### config.mk
export PLATFORM = sky130hd
export DESIGN_NAME = terminal_capability_reply_parser
export DESIGN_NICKNAME = d
export VERILOG_FILES = /design/src/sv/tcrp_pkg.sv /design/src/sv/terminal_capability_reply_parser.sv /design/src/sv/tcrp_parser.sv /design/src/sv/tcrp_answers.sv
export SDC_FILE = /design/constraint.sdc
export NUM_CORES = 1
export LEC_CHECK = 0
export BUFFER_PORTS_ARGS = -buffer_cell sky130_fd_sc_hd__clkbuf_2
export CAP_MARGIN = 20
export CORE_MARGIN = 4
export CORE_UTILIZATION = 55
export DETAILED_ROUTE_END_ITERATION = 8
export PLACE_DENSITY_LB_ADDON = 0.1
export REMOVE_ABC_BUFFERS = 1
export SETUP_SLACK_MARGIN = 0.5
export SLEW_MARGIN = 5
export SYNTH_ARGS = -nofsm -noshare
export SYNTH_HDL_FRONTEND = slang
export SYNTH_HIERARCHICAL = 1
export SYNTH_SLANG_ARGS = --single-unit
### constraint.sdc
create_clock -name clk -period 7 [get_ports clk]
set_input_delay 2.1 -clock clk [delete_from_list [all_inputs] [get_ports clk]]
set_output_delay 2.1 -clock clk [all_outputs]
set_load 0.05 [all_outputs]
### src/sv/tcrp_pkg.sv
package tcrp_pkg;

    typedef enum logic [1:0] {
        OP_BYTE  = 2'd0,
        OP_PROBE = 2'd1,
        OP_TICK  = 2'd2,
        OP_NONE  = 2'd3
    } op_t;

    typedef enum logic [2:0] {
        PH_ESC     = 3'd0,
        PH_BRACKET = 3'd1,
        PH_FIRST   = 3'd2,
        PH_PARAMS  = 3'd3,
        PH_FINAL   = 3'd4,
        PH_DONE    = 3'd5,
        PH_BAD     = 3'd6
    } phase_t;

    localparam logic [1:0] ANS_UNKNOWN = 2'd0;
    localparam logic [1:0] ANS_PRESENT = 2'd1;
    localparam logic [1:0] ANS_ABSENT  = 2'd2;

    localparam logic [1:0] OVR_FORCE_ON  = 2'd1;
    localparam logic [1:0] OVR_FORCE_OFF = 2'd2;

    localparam logic [1:0] CFG_WINDOW     = 2'd0;
    localparam logic [1:0] CFG_OVR_SYNC   = 2'd1;
    localparam logic [1:0] CFG_OVR_KBD    = 2'd2;
    localparam logic [1:0] CFG_OVR_CLIP   = 2'd3;

    localparam int PARAM_W     = 24;
    localparam int WINDOW_W    = 16;
    localparam logic [PARAM_W-1:0] DIGIT_LIMIT = 24'd1000000;
    localparam logic [PARAM_W-1:0] PARAM_EXT52 = 24'd52;
    localparam logic [PARAM_W-1:0] PARAM_SYNC  = 24'd2026;

    localparam logic [7:0] CH_ESC     = 8'h1b;
    localparam logic [7:0] CH_BRACKET = 8'h5b;
    localparam logic [7:0] CH_QMARK   = 8'h3f;
    localparam logic [7:0] CH_SEMI    = 8'h3b;
    localparam logic [7:0] CH_DOLLAR  = 8'h24;
    localparam logic [7:0] CH_LOW_C   = 8'h63;
    localparam logic [7:0] CH_LOW_Y   = 8'h79;
    localparam logic [7:0] CH_LOW_U   = 8'h75;

    typedef struct packed {
        logic clip;
        logic clip_present;
        logic sync;
        logic sync_present;
        logic kbd;
    } reply_t;

    typedef struct packed {
        logic [1:0] sync_state;
        logic [1:0] keyboard_state;
        logic [1:0] clipboard_state;
        logic       sync_usable;
        logic       keyboard_usable;
        logic       clipboard_usable;
        logic       probe_running;
    } result_t;

endpackage

### src/sv/terminal_capability_reply_parser.sv
// A word accepted at the input port is held in the input register, goes through the
// combinational parse and answer logic and is captured in the result register.
// Throughput: one word per cycle without result stall; a stall holds both registers.
// Reset: rst_n is asynchronous and active low; it clears the parser, the answers, the
// tick count and the probe, and loads the default configuration (window of 100 ticks).
module terminal_capability_reply_parser
    import tcrp_pkg::*;
#(
    parameter int TICK_WIDTH = 16
)
(
    input  logic                clk,
    input  logic                rst_n,
    input  logic                item_valid,
    output logic                item_stall,
    input  logic [1:0]          operation,
    input  logic [7:0]          reply_byte,
    input  logic                reply_last,
    input  logic                cfg_valid,
    output logic                cfg_ready,
    input  logic [1:0]          cfg_index,
    input  logic [WINDOW_W-1:0] cfg_data,
    output logic                result_valid,
    input  logic                result_stall,
    output logic [1:0]          sync_state,
    output logic [1:0]          keyboard_state,
    output logic [1:0]          clipboard_state,
    output logic                sync_usable,
    output logic                keyboard_usable,
    output logic                clipboard_usable,
    output logic                probe_running
);

    logic       in_valid_reg;
    op_t        op_reg;
    logic [7:0] byte_reg;
    logic       last_reg;

    logic       res_valid_reg;
    result_t    res_reg;
    result_t    res_next;
    reply_t     reply;

    logic       advance;
    logic       step;
    logic       byte_step;

    assign advance    = !res_valid_reg || !result_stall;
    assign item_stall = in_valid_reg && !advance;
    assign step       = in_valid_reg && advance;
    assign byte_step  = step && (op_reg == OP_BYTE);
    assign cfg_ready  = 1'b1;

    always_ff @(posedge clk or negedge rst_n)
    begin
        if (!rst_n)
        begin
            in_valid_reg <= 1'b0;
        end
        else if (!item_stall)
        begin
            in_valid_reg <= item_valid;
        end
    end

    always_ff @(posedge clk)
    begin
        if (item_valid && !item_stall)
        begin
            op_reg   <= op_t'(operation);
            byte_reg <= reply_byte;
            last_reg <= reply_last;
        end
    end

    tcrp_parser u_parser (
        .clk        (clk),
        .rst_n      (rst_n),
        .step       (byte_step),
        .reply_byte (byte_reg),
        .reply_last (last_reg),
        .reply      (reply)
    );

    tcrp_answers #(
        .TICK_WIDTH (TICK_WIDTH)
    ) u_answers (
        .clk         (clk),
        .rst_n       (rst_n),
        .step        (step),
        .operation   (op_reg),
        .reply       (reply),
        .cfg_we      (cfg_valid && cfg_ready),
        .cfg_index   (cfg_index),
        .cfg_data    (cfg_data),
        .result_next (res_next)
    );

    always_ff @(posedge clk or negedge rst_n)
    begin
        if (!rst_n)
        begin
            res_valid_reg <= 1'b0;
        end
        else if (advance)
        begin
            res_valid_reg <= in_valid_reg;
        end
    end

    always_ff @(posedge clk)
    begin
        if (step)
        begin
            res_reg <= res_next;
        end
    end

    assign result_valid     = res_valid_reg;
    assign sync_state       = res_reg.sync_state;
    assign keyboard_state   = res_reg.keyboard_state;
    assign clipboard_state  = res_reg.clipboard_state;
    assign sync_usable      = res_reg.sync_usable;
    assign keyboard_usable  = res_reg.keyboard_usable;
    assign clipboard_usable = res_reg.clipboard_usable;
    assign probe_running    = res_reg.probe_running;

`ifndef SYNTH
    // Input is held back only while a word waits in the input register.
    assert property (@(posedge clk) disable iff (!rst_n)
        item_stall |-> in_valid_reg)
    else $error("stall raised with an empty input register");
`endif

endmodule

### src/sv/tcrp_parser.sv
module tcrp_parser
    import tcrp_pkg::*;
(
    input  logic       clk,
    input  logic       rst_n,
    input  logic       step,
    input  logic [7:0] reply_byte,
    input  logic       reply_last,
    output reply_t     reply
);

    phase_t               phase_reg, phase_next;
    logic                 priv_reg, priv_next;
    logic [PARAM_W-1:0]   acc_reg, acc_next;
    logic                 seen_reg, seen_next;
    logic [1:0]           cnt_reg, cnt_next;
    logic [PARAM_W-1:0]   first_reg, first_next;
    logic [PARAM_W-1:0]   second_reg, second_next;
    logic                 ext52_reg, ext52_next;
    logic [7:0]           inter_reg, inter_next;
    logic [7:0]           fin_reg, fin_next;

    logic                 do_param;
    logic                 push_en;
    logic [PARAM_W-1:0]   push_v;
    logic                 done;

    always_comb
    begin
        phase_next  = phase_reg;
        priv_next   = priv_reg;
        acc_next    = acc_reg;
        seen_next   = seen_reg;
        cnt_next    = cnt_reg;
        first_next  = first_reg;
        second_next = second_reg;
        ext52_next  = ext52_reg;
        inter_next  = inter_reg;
        fin_next    = fin_reg;
        do_param    = 1'b0;
        push_en     = 1'b0;
        push_v      = acc_reg;

        case (phase_reg)
            PH_ESC:
            begin
                phase_next = (reply_byte == CH_ESC) ? PH_BRACKET : PH_BAD;
            end
            PH_BRACKET:
            begin
                phase_next = (reply_byte == CH_BRACKET) ? PH_FIRST : PH_BAD;
            end
            PH_FIRST:
            begin
                phase_next = PH_PARAMS;
                if (reply_byte == CH_QMARK)
                begin
                    priv_next = 1'b1;
                end
                else
                begin
                    do_param = 1'b1;
                end
            end
            PH_PARAMS:
            begin
                do_param = 1'b1;
            end
            PH_FINAL:
            begin
                fin_next   = reply_byte;
                phase_next = PH_DONE;
            end
            PH_DONE:
            begin
                phase_next = PH_DONE;
            end
            default:
            begin
                phase_next = PH_BAD;
            end
        endcase

        if (do_param)
        begin
            if (reply_byte inside {[8'h30:8'h39]})
            begin
                if (acc_reg < DIGIT_LIMIT)
                begin
                    acc_next = {acc_reg[PARAM_W-4:0], 3'b000} + {acc_reg[PARAM_W-2:0], 1'b0}
                               + {{(PARAM_W-4){1'b0}}, reply_byte[3:0]};
                end
                seen_next = 1'b1;
            end
            else if (reply_byte == CH_SEMI)
            begin
                push_en   = 1'b1;
                push_v    = seen_reg ? acc_reg : '0;
                acc_next  = '0;
                seen_next = 1'b0;
            end
            else
            begin
                push_en   = seen_reg;
                acc_next  = '0;
                seen_next = 1'b0;
                if (reply_byte inside {[8'h20:8'h2f]})
                begin
                    inter_next = reply_byte;
                    phase_next = PH_FINAL;
                end
                else
                begin
                    fin_next   = reply_byte;
                    phase_next = PH_DONE;
                end
            end
        end

        if (push_en)
        begin
            if (cnt_reg == 2'd0)
            begin
                first_next = push_v;
            end
            else if (cnt_reg == 2'd1)
            begin
                second_next = push_v;
            end
            if (cnt_reg != 2'd0 && push_v == PARAM_EXT52)
            begin
                ext52_next = 1'b1;
            end
            if (cnt_reg < 2'd2)
            begin
                cnt_next = cnt_reg + 2'd1;
            end
        end
    end

    assign done = reply_last && (phase_next == PH_DONE) && priv_next;

    always_comb
    begin
        reply.clip         = done && (fin_next == CH_LOW_C);
        reply.clip_present = ext52_next;
        reply.sync         = done && (fin_next == CH_LOW_Y) && (inter_next == CH_DOLLAR)
                             && (cnt_next >= 2'd2) && (first_next == PARAM_SYNC);
        reply.sync_present = (second_next >= 24'd1) && (second_next <= 24'd3);
        reply.kbd          = done && (fin_next == CH_LOW_U);
    end

    always_ff @(posedge clk or negedge rst_n)
    begin
        if (!rst_n)
        begin
            phase_reg  <= PH_ESC;
            priv_reg   <= 1'b0;
            acc_reg    <= '0;
            seen_reg   <= 1'b0;
            cnt_reg    <= 2'd0;
            first_reg  <= '0;
            second_reg <= '0;
            ext52_reg  <= 1'b0;
            inter_reg  <= '0;
            fin_reg    <= '0;
        end
        else if (step)
        begin
            if (reply_last)
            begin
                phase_reg  <= PH_ESC;
                priv_reg   <= 1'b0;
                acc_reg    <= '0;
                seen_reg   <= 1'b0;
                cnt_reg    <= 2'd0;
                first_reg  <= '0;
                second_reg <= '0;
                ext52_reg  <= 1'b0;
                inter_reg  <= '0;
                fin_reg    <= '0;
            end
            else
            begin
                phase_reg  <= phase_next;
                priv_reg   <= priv_next;
                acc_reg    <= acc_next;
                seen_reg   <= seen_next;
                cnt_reg    <= cnt_next;
                first_reg  <= first_next;
                second_reg <= second_next;
                ext52_reg  <= ext52_next;
                inter_reg  <= inter_next;
                fin_reg    <= fin_next;
            end
        end
    end

`ifndef SYNTH
    // A completed reply always leaves the parser back at the start, fully cleared.
    assert property (@(posedge clk) disable iff (!rst_n)
        (step && reply_last) |=> (phase_reg == PH_ESC && acc_reg == '0 && cnt_reg == 2'd0))
    else $error("parser not cleared after last byte");

    // The accumulator never grows past the value reachable from just below the limit.
    assert property (@(posedge clk) disable iff (!rst_n)
        acc_reg <= 24'd9999999)
    else $error("digit accumulator out of range");
`endif

endmodule

### src/sv/tcrp_answers.sv
module tcrp_answers
    import tcrp_pkg::*;
#(
    parameter int TICK_WIDTH = 16
)
(
    input  logic                clk,
    input  logic                rst_n,
    input  logic                step,
    input  op_t                 operation,
    input  reply_t              reply,
    input  logic                cfg_we,
    input  logic [1:0]          cfg_index,
    input  logic [WINDOW_W-1:0] cfg_data,
    output result_t             result_next
);

    localparam int CW = (TICK_WIDTH + 1 > WINDOW_W) ? TICK_WIDTH + 1 : WINDOW_W;

    logic [WINDOW_W-1:0]   window_reg;
    logic [1:0]            ovr_sync_reg;
    logic [1:0]            ovr_kbd_reg;
    logic [1:0]            ovr_clip_reg;

    logic [1:0]            sync_reg, sync_next;
    logic [1:0]            kbd_reg, kbd_next;
    logic [1:0]            clip_reg, clip_next;
    logic                  active_reg, active_next;
    logic [TICK_WIDTH-1:0] ticks_reg, ticks_next;

    logic [TICK_WIDTH:0]   tick_inc;

    function automatic logic usable(input logic [1:0] ovr, input logic [1:0] ans);
        logic u;
        if (ovr == OVR_FORCE_ON)
        begin
            u = 1'b1;
        end
        else if (ovr == OVR_FORCE_OFF)
        begin
            u = 1'b0;
        end
        else
        begin
            u = (ans == ANS_PRESENT);
        end
        return u;
    endfunction

    assign tick_inc = {1'b0, ticks_reg} + {{TICK_WIDTH{1'b0}}, 1'b1};

    always_comb
    begin
        sync_next   = sync_reg;
        kbd_next    = kbd_reg;
        clip_next   = clip_reg;
        active_next = active_reg;
        ticks_next  = ticks_reg;

        case (operation)
            OP_BYTE:
            begin
                if (active_reg)
                begin
                    if (reply.clip)
                    begin
                        clip_next   = reply.clip_present ? ANS_PRESENT : ANS_ABSENT;
                        active_next = 1'b0;
                    end
                    else if (reply.sync)
                    begin
                        sync_next = reply.sync_present ? ANS_PRESENT : ANS_ABSENT;
                    end
                    else if (reply.kbd)
                    begin
                        kbd_next = ANS_PRESENT;
                    end
                end
            end
            OP_PROBE:
            begin
                sync_next   = ANS_UNKNOWN;
                kbd_next    = ANS_UNKNOWN;
                clip_next   = ANS_UNKNOWN;
                ticks_next  = '0;
                active_next = 1'b1;
            end
            OP_TICK:
            begin
                if (active_reg)
                begin
                    if (CW'(tick_inc) > CW'(window_reg))
                    begin
                        active_next = 1'b0;
                    end
                    ticks_next = tick_inc[TICK_WIDTH] ? {TICK_WIDTH{1'b1}}
                                                      : tick_inc[TICK_WIDTH-1:0];
                end
            end
            default:
            begin
                active_next = active_reg;
            end
        endcase
    end

    always_comb
    begin
        result_next.sync_state       = sync_next;
        result_next.keyboard_state   = kbd_next;
        result_next.clipboard_state  = clip_next;
        result_next.sync_usable      = usable(ovr_sync_reg, sync_next);
        result_next.keyboard_usable  = usable(ovr_kbd_reg, kbd_next);
        result_next.clipboard_usable = usable(ovr_clip_reg, clip_next);
        result_next.probe_running    = active_next && (CW'(ticks_next) <= CW'(window_reg));
    end

    always_ff @(posedge clk or negedge rst_n)
    begin
        if (!rst_n)
        begin
            sync_reg   <= ANS_UNKNOWN;
            kbd_reg    <= ANS_UNKNOWN;
            clip_reg   <= ANS_UNKNOWN;
            active_reg <= 1'b0;
            ticks_reg  <= '0;
        end
        else if (step)
        begin
            sync_reg   <= sync_next;
            kbd_reg    <= kbd_next;
            clip_reg   <= clip_next;
            active_reg <= active_next;
            ticks_reg  <= ticks_next;
        end
    end

    always_ff @(posedge clk or negedge rst_n)
    begin
        if (!rst_n)
        begin
            window_reg   <= WINDOW_W'(100);
            ovr_sync_reg <= 2'd0;
            ovr_kbd_reg  <= 2'd0;
            ovr_clip_reg <= 2'd0;
        end
        else if (cfg_we)
        begin
            case (cfg_index)
                CFG_WINDOW:   window_reg   <= cfg_data;
                CFG_OVR_SYNC: ovr_sync_reg <= cfg_data[1:0];
                CFG_OVR_KBD:  ovr_kbd_reg  <= cfg_data[1:0];
                CFG_OVR_CLIP: ovr_clip_reg <= cfg_data[1:0];
                default:      window_reg   <= window_reg;
            endcase
        end
    end

`ifndef SYNTH
    // Replies received outside a probe must leave every answer alone.
    assert property (@(posedge clk) disable iff (!rst_n)
        (step && operation == OP_BYTE && !active_reg)
        |=> ($stable(sync_reg) && $stable(kbd_reg) && $stable(clip_reg)))
    else $error("answer changed outside a probe");

    // The tick count only moves while probing or when a probe starts.
    assert property (@(posedge clk) disable iff (!rst_n)
        (!active_reg && !(step && operation == OP_PROBE)) |=> $stable(ticks_reg))
    else $error("tick count moved while idle");
`endif

endmodule
* After elaboration in Yosys (flattened, before gate mapping)
Cells that the tools add are included.
Cells by class: add/sub/neg operators 4, $lt $le $gt $ge 11, equal/unequal tests 32, mux-type cells 76, reductions and logical operators 35
Operators with widths (number):
- $mux 24 | 15
- $mux 8 | 11
- $eq 8x7->1 const B | 4
- $mux 16 | 2
- $pmux 16 s2 | 1
- $mux 2 | 14
- $add 24x24->24 | 1
- $add 24x4->24 | 1
- $eq 24x11->1 const B | 1
- $eq 24x6->1 const B | 1
- $eq 8x6->1 const B | 3
- $ge 24x1->1 const B | 1
- $le 24x2->1 const B | 1
- $lt 24x20->1 const B | 1
- $mux 1 | 21
- $eq 2x1->1 const B | 9
- $mux 3 | 6
- $add 16x1->17 const B | 1
- $gt 17x16->1 | 1
- $logic_and 1x1->1 | 17
- $ge 8x6->1 const B | 2
- $le 16x16->1 | 1
- $le 8x6->1 const B | 2
- $pmux 3 s5 | 1
- other kinds (20) | 40
Word-level totals: bits in registers 164, bits of input ports 34, output and inout bits 13, logic and storage cells 189

* Longest topological paths before layout
word-level depth 19, depth in mapped cells 16, gate-level depth less buffers 14

* Modules after synthesis
The synthesis kept the hierarchy.
By module, submodules not included:
- tcrp_parser | instances 1, cells an instance 665, area an instance 6108.4 µm², seq. area each 2402.3 µm²
- tcrp_answers | instances 1, cells an instance 425, area an instance 3613.5 µm², seq. area each 1129.8 µm²
- terminal_capability_reply_parser | instances 1, cells an instance 34, area an instance 748.2 µm², seq. area each 680.7 µm²

* Least setup slack after synthesis
No wires, ideal clock.
path type input port to output port, from input result_stall, to output item_stall, data arrival time 2.528 ns, required time 4.900 ns, slack 2.372 ns, cell stages on the path 2, buffers on the path 0, cells stage by stage nand3_1 -> inv_1
On the way: word-level cells in the longest chain between the ends 4
Ends and longest elaborated chain:
- from (decl) | RTL line terminal_capability_reply_parser.sv:24 | input logic result_stall,
- $logic_not 1->1 | RTL line terminal_capability_reply_parser.sv:48 | assign advance = !res_valid_reg || !result_stall;
- $logic_or 1x1->1 | RTL line terminal_capability_reply_parser.sv:48
- $logic_not 1->1 | RTL line terminal_capability_reply_parser.sv:49 | assign item_stall = in_valid_reg && !advance;
- $logic_and 1x1->1 | RTL line terminal_capability_reply_parser.sv:49
- to (decl) | RTL line terminal_capability_reply_parser.sv:15 | output logic item_stall,
No other way between the ends.

* Worst setup path after layout
Same ends and word-level chain as after synthesis.

==> impl_metrics.py <==
metrics = {
    "yosys": {
        "netlist_area_sq_mm": 0.0105,
        "post-synth-top-area-fraction_pct": 33.5,
        "netlist-cell-type-count": 84,
        "synth_top_flop_cell": "sky130_fd_sc_hd__dfrtp_1",
        "yosys_warnings": 6,
        "yosys_register_bits": 164,
        "avgSynthCellArea_sq_um": 9.31,
        "yosysTopAreaCell": "sky130_fd_sc_hd__dfrtp_1",
        "synth_async_sr_flop_share_pct": 87.2,
        "synth.top_cells.by_area": "sky130_fd_sc_hd__dfrtp_1 (33%), sky130_fd_sc_hd__ha_1 (9.7%), sky130_fd_sc_hd__edfxtp_1 (6.0%)",
        "cells_after_synthesis": 1124,
        "synth_sequential_area_ratio_pct": 40.2,
        "edff_count_synth": 21,
    },
    "worst_setup_path": {
        "worst_r2r_startpoint": "byte_reg[2]",
        "critical_path.startpoint": "result_stall",
        "critPathKind": "in -> out",
        "worstRegToRegCells": 12,
        "crit_fanout": 3,
        "critical_path.endpoint_type": "output port",
        "worstSetupEndpoint": "item_stall",
        "worst_ep_arrival_time_ps": 2650,
        "critical_path_start_type": "primary input",
        "r2r_endpoint": "sync_usable",
        "setup_slack_reg_to_reg_ps": 2570,
        "critical_path_required_ps": 4900,
    },
    "sta": {
        "period_needed_ps": 4750,
        "slew_headroom_pct": 36.2,
        "finalClockSkew_ps": 14.7,
        "final_max_slew_viol_count": 0,
        "setup_viol": 0,
        "final.hold.worst_slack_ps": 480,
        "grt_setup_unrepaired": "false",
        "timing.final.crit_share_pct": 67.8,
        "timing_worst_slew_pin_value_ps": 957,
        "timing.fmax_mhz": 211,
        "hold_violations": 0,
        "post-route-worst-setup-slack_ps": 2250,
    },
    "run_status": {
        "status": "finished clean",
    },
    "power": {
        "clock_power_share_pct": 34.4,
        "total_leakage_power_nw": 5.41,
        "ir_drop_uv": 158,
        "switching_share_pct": 33.3,
        "switching_power_uw": 886,
        "comb_power_share_pct": 21.4,
        "part_of_the_power_in_registers_pct": 44.2,
        "power.total_mw": 2.66,
        "internal_power_mw": 1.78,
        "powerDensity_mw_per_mm2": 235,
    },
    "final_layout": {
        "mostFrequentLayoutCell": "sky130_fd_sc_hd__dfrtp_1",
        "antenna_diodes": 0,
        "nFillCells": 1573,
        "final_core_occ_pct": 60.5,
        "syn2layout_area_growth_pct": 8.15,
        "fin_area_sq_mm": 0.0113,
        "drive_gt1_share_pct": 10.5,
        "layout.nets": 1252,
        "final_cell_mix": "sky130_fd_sc_hd__dfrtp_1 (140), sky130_fd_sc_hd__inv_1 (109), sky130_fd_sc_hd__ha_1 (81)",
    },
    "floorplan": {
        "core_area_sq_mm": 0.0187,
        "rows": 50,
        "io_pins": 47,
        "chipWidth_um": 146,
        "fp.dieArea_sq_mm": 0.0213,
        "chipHeight_um": 146,
        "start_util_pct": 56.0,
    },
    "hold_path": {
        "hold_path_depth": 2,
        "worst_hold_path_type": "reg -> reg",
    },
    "clock_network": {
        "cts-buffers-inserted": 17,
        "htree_levels": 4,
        "root_buffer": "sky130_fd_sc_hd__clkbuf_16",
        "clock_insertion_delay_worst_skew_ps": 440,
        "cts_tree": "done",
        "cts_resized": 0,
        "cts_post_setup_buffers_inserted": 0,
        "cts-hold-fix-buffers": 0,
        "clk_pin_slew_ps": 70,
        "clockBufferDepth": 2,
        "cts_sinks": 164,
    },
    "grt": {
        "antenna_found_initial": 0,
        "first_global_vias": 8407,
        "largest_net_degree_at_the_start_of_global_routing": 102,
        "gr-total-overflow": 0,
        "grtUsageTotal_pct": 24.8,
        "grt_pass1_wl_um": 43500,
    },
    "routing": {
        "route.vias.total": 8614,
        "drcViolationCount": 0,
        "drt_iter0_markers": 760,
        "vias_per_cell": 6.23,
        "wl_per_cell_um": 18.7,
        "drt.antenna.violating_nets": 0,
        "firstDrtPassIters": 6,
        "routed_wl_um": 25800,
    },
    "placement": {
        "port-buffer-count": 45,
        "hpwlAfterDp_um": 17800,
        "dp_worst_setup_slack_ps": 2260,
        "dpl-instance-area_sq_mm": 0.0107,
        "gp_congestion": 0.881,
    },
    "job": {
        "max_cap_viol_count": 0,
    },
}
-- cell families (layout without fill, tap and decap cells) --
kind of cell	after synthesis	in the layout	synth area share [%]
other cells	1	1	0.0358
compound gates	358	358	22.6
mux	18	18	1.85
simple gates	296	296	15.3
flops	164	164	40.2
fa+ha+maj	85	85	10.3
xor+xnor	30	30	2.51
buf+inv	172	196	7.21
-- power groups by stage --
stage / Combinational (mW) / Clock, mW / Sequential (mW)
after floorplan: 0.394 / 0 / 1.20
after global placement: 0.558 / 0 / 1.19
after detailed placement: 0.562 / 0 / 1.19
after CTS: 0.566 / 0.942 / 1.17
after global routing: 0.639 / 0.982 / 1.19
final: 0.569 / 0.917 / 1.18
-- per-layer routing --
metal / GRT usage [%] / routed length (um) / up-vias
met5: 0 / 0 / -
met4: 7.20 / 298 / 0
met3: 3.99 / 1330 / 21
met2: 40.5 / 12600 / 255
met1: 34.4 / 11600 / 4159
li1: - / - / 4179
-- synth_stat cells, drive strengths merged, types with 10 or more instances --
| library cell | instances |
|---|---|
| xor2 | 16 |
| edfxtp | 21 |
| a22oi | 61 |
| o22ai | 64 |
| nor3 | 15 |
| clkbuf | 45 |
| nand3b | 12 |
| nand2 | 76 |
| inv | 109 |
| and3 | 10 |
| mux2 | 11 |
| nand4 | 18 |
| dfrtp | 140 |
| nand2b | 14 |
| nor4 | 19 |
| nor2 | 56 |
| buf | 18 |
| xnor2 | 14 |
| a21oi | 63 |
| a22o | 18 |
| o221ai | 10 |
| nand3 | 26 |
| o21ai | 69 |
| nor2b | 13 |
| ha | 81 |
-- worst min-delay path by stage --
| stage | startpoint | to | slack [ps] |
|---|---|---|---|
| finish | in_valid_reg | result_valid | 480 |
| global route | in_valid_reg | result_valid | 520 |
| CTS | in_valid_reg | result_valid | 480 |
| detailed placement | in_valid_reg | result_valid | 480 |
| global placement | in_valid_reg | result_valid | 460 |
| floorplan | in_valid_reg | result_valid | 440 |
-- critical path: stages --
cell                       delay [ps]
sky130_fd_sc_hd__clkbuf_2         110
sky130_fd_sc_hd__nand3_1          110
sky130_fd_sc_hd__inv_1             70
sky130_fd_sc_hd__clkbuf_2         270
-- metrics by stage --
step           TNS, ps  instances
6_report             0       1382
5_1_grt              0       1382
4_1_cts              0       1382
3_5_place_dp         0       1350
3_3_place_gp         0       1350
2_1_floorplan     -475       1061
-- final cells by class --
class	instances	area [sq um]	area share (%)
multi-input combinational	788	5520	48.7
sequential	164	4210	37.2
clock buffer	17	425	3.76
inverter	109	409	3.61
timing repair buffer	55	307	2.71
tap	234	293	2.59
clock inverter	15	158	1.39
Power figures use the tool's default switching activity.
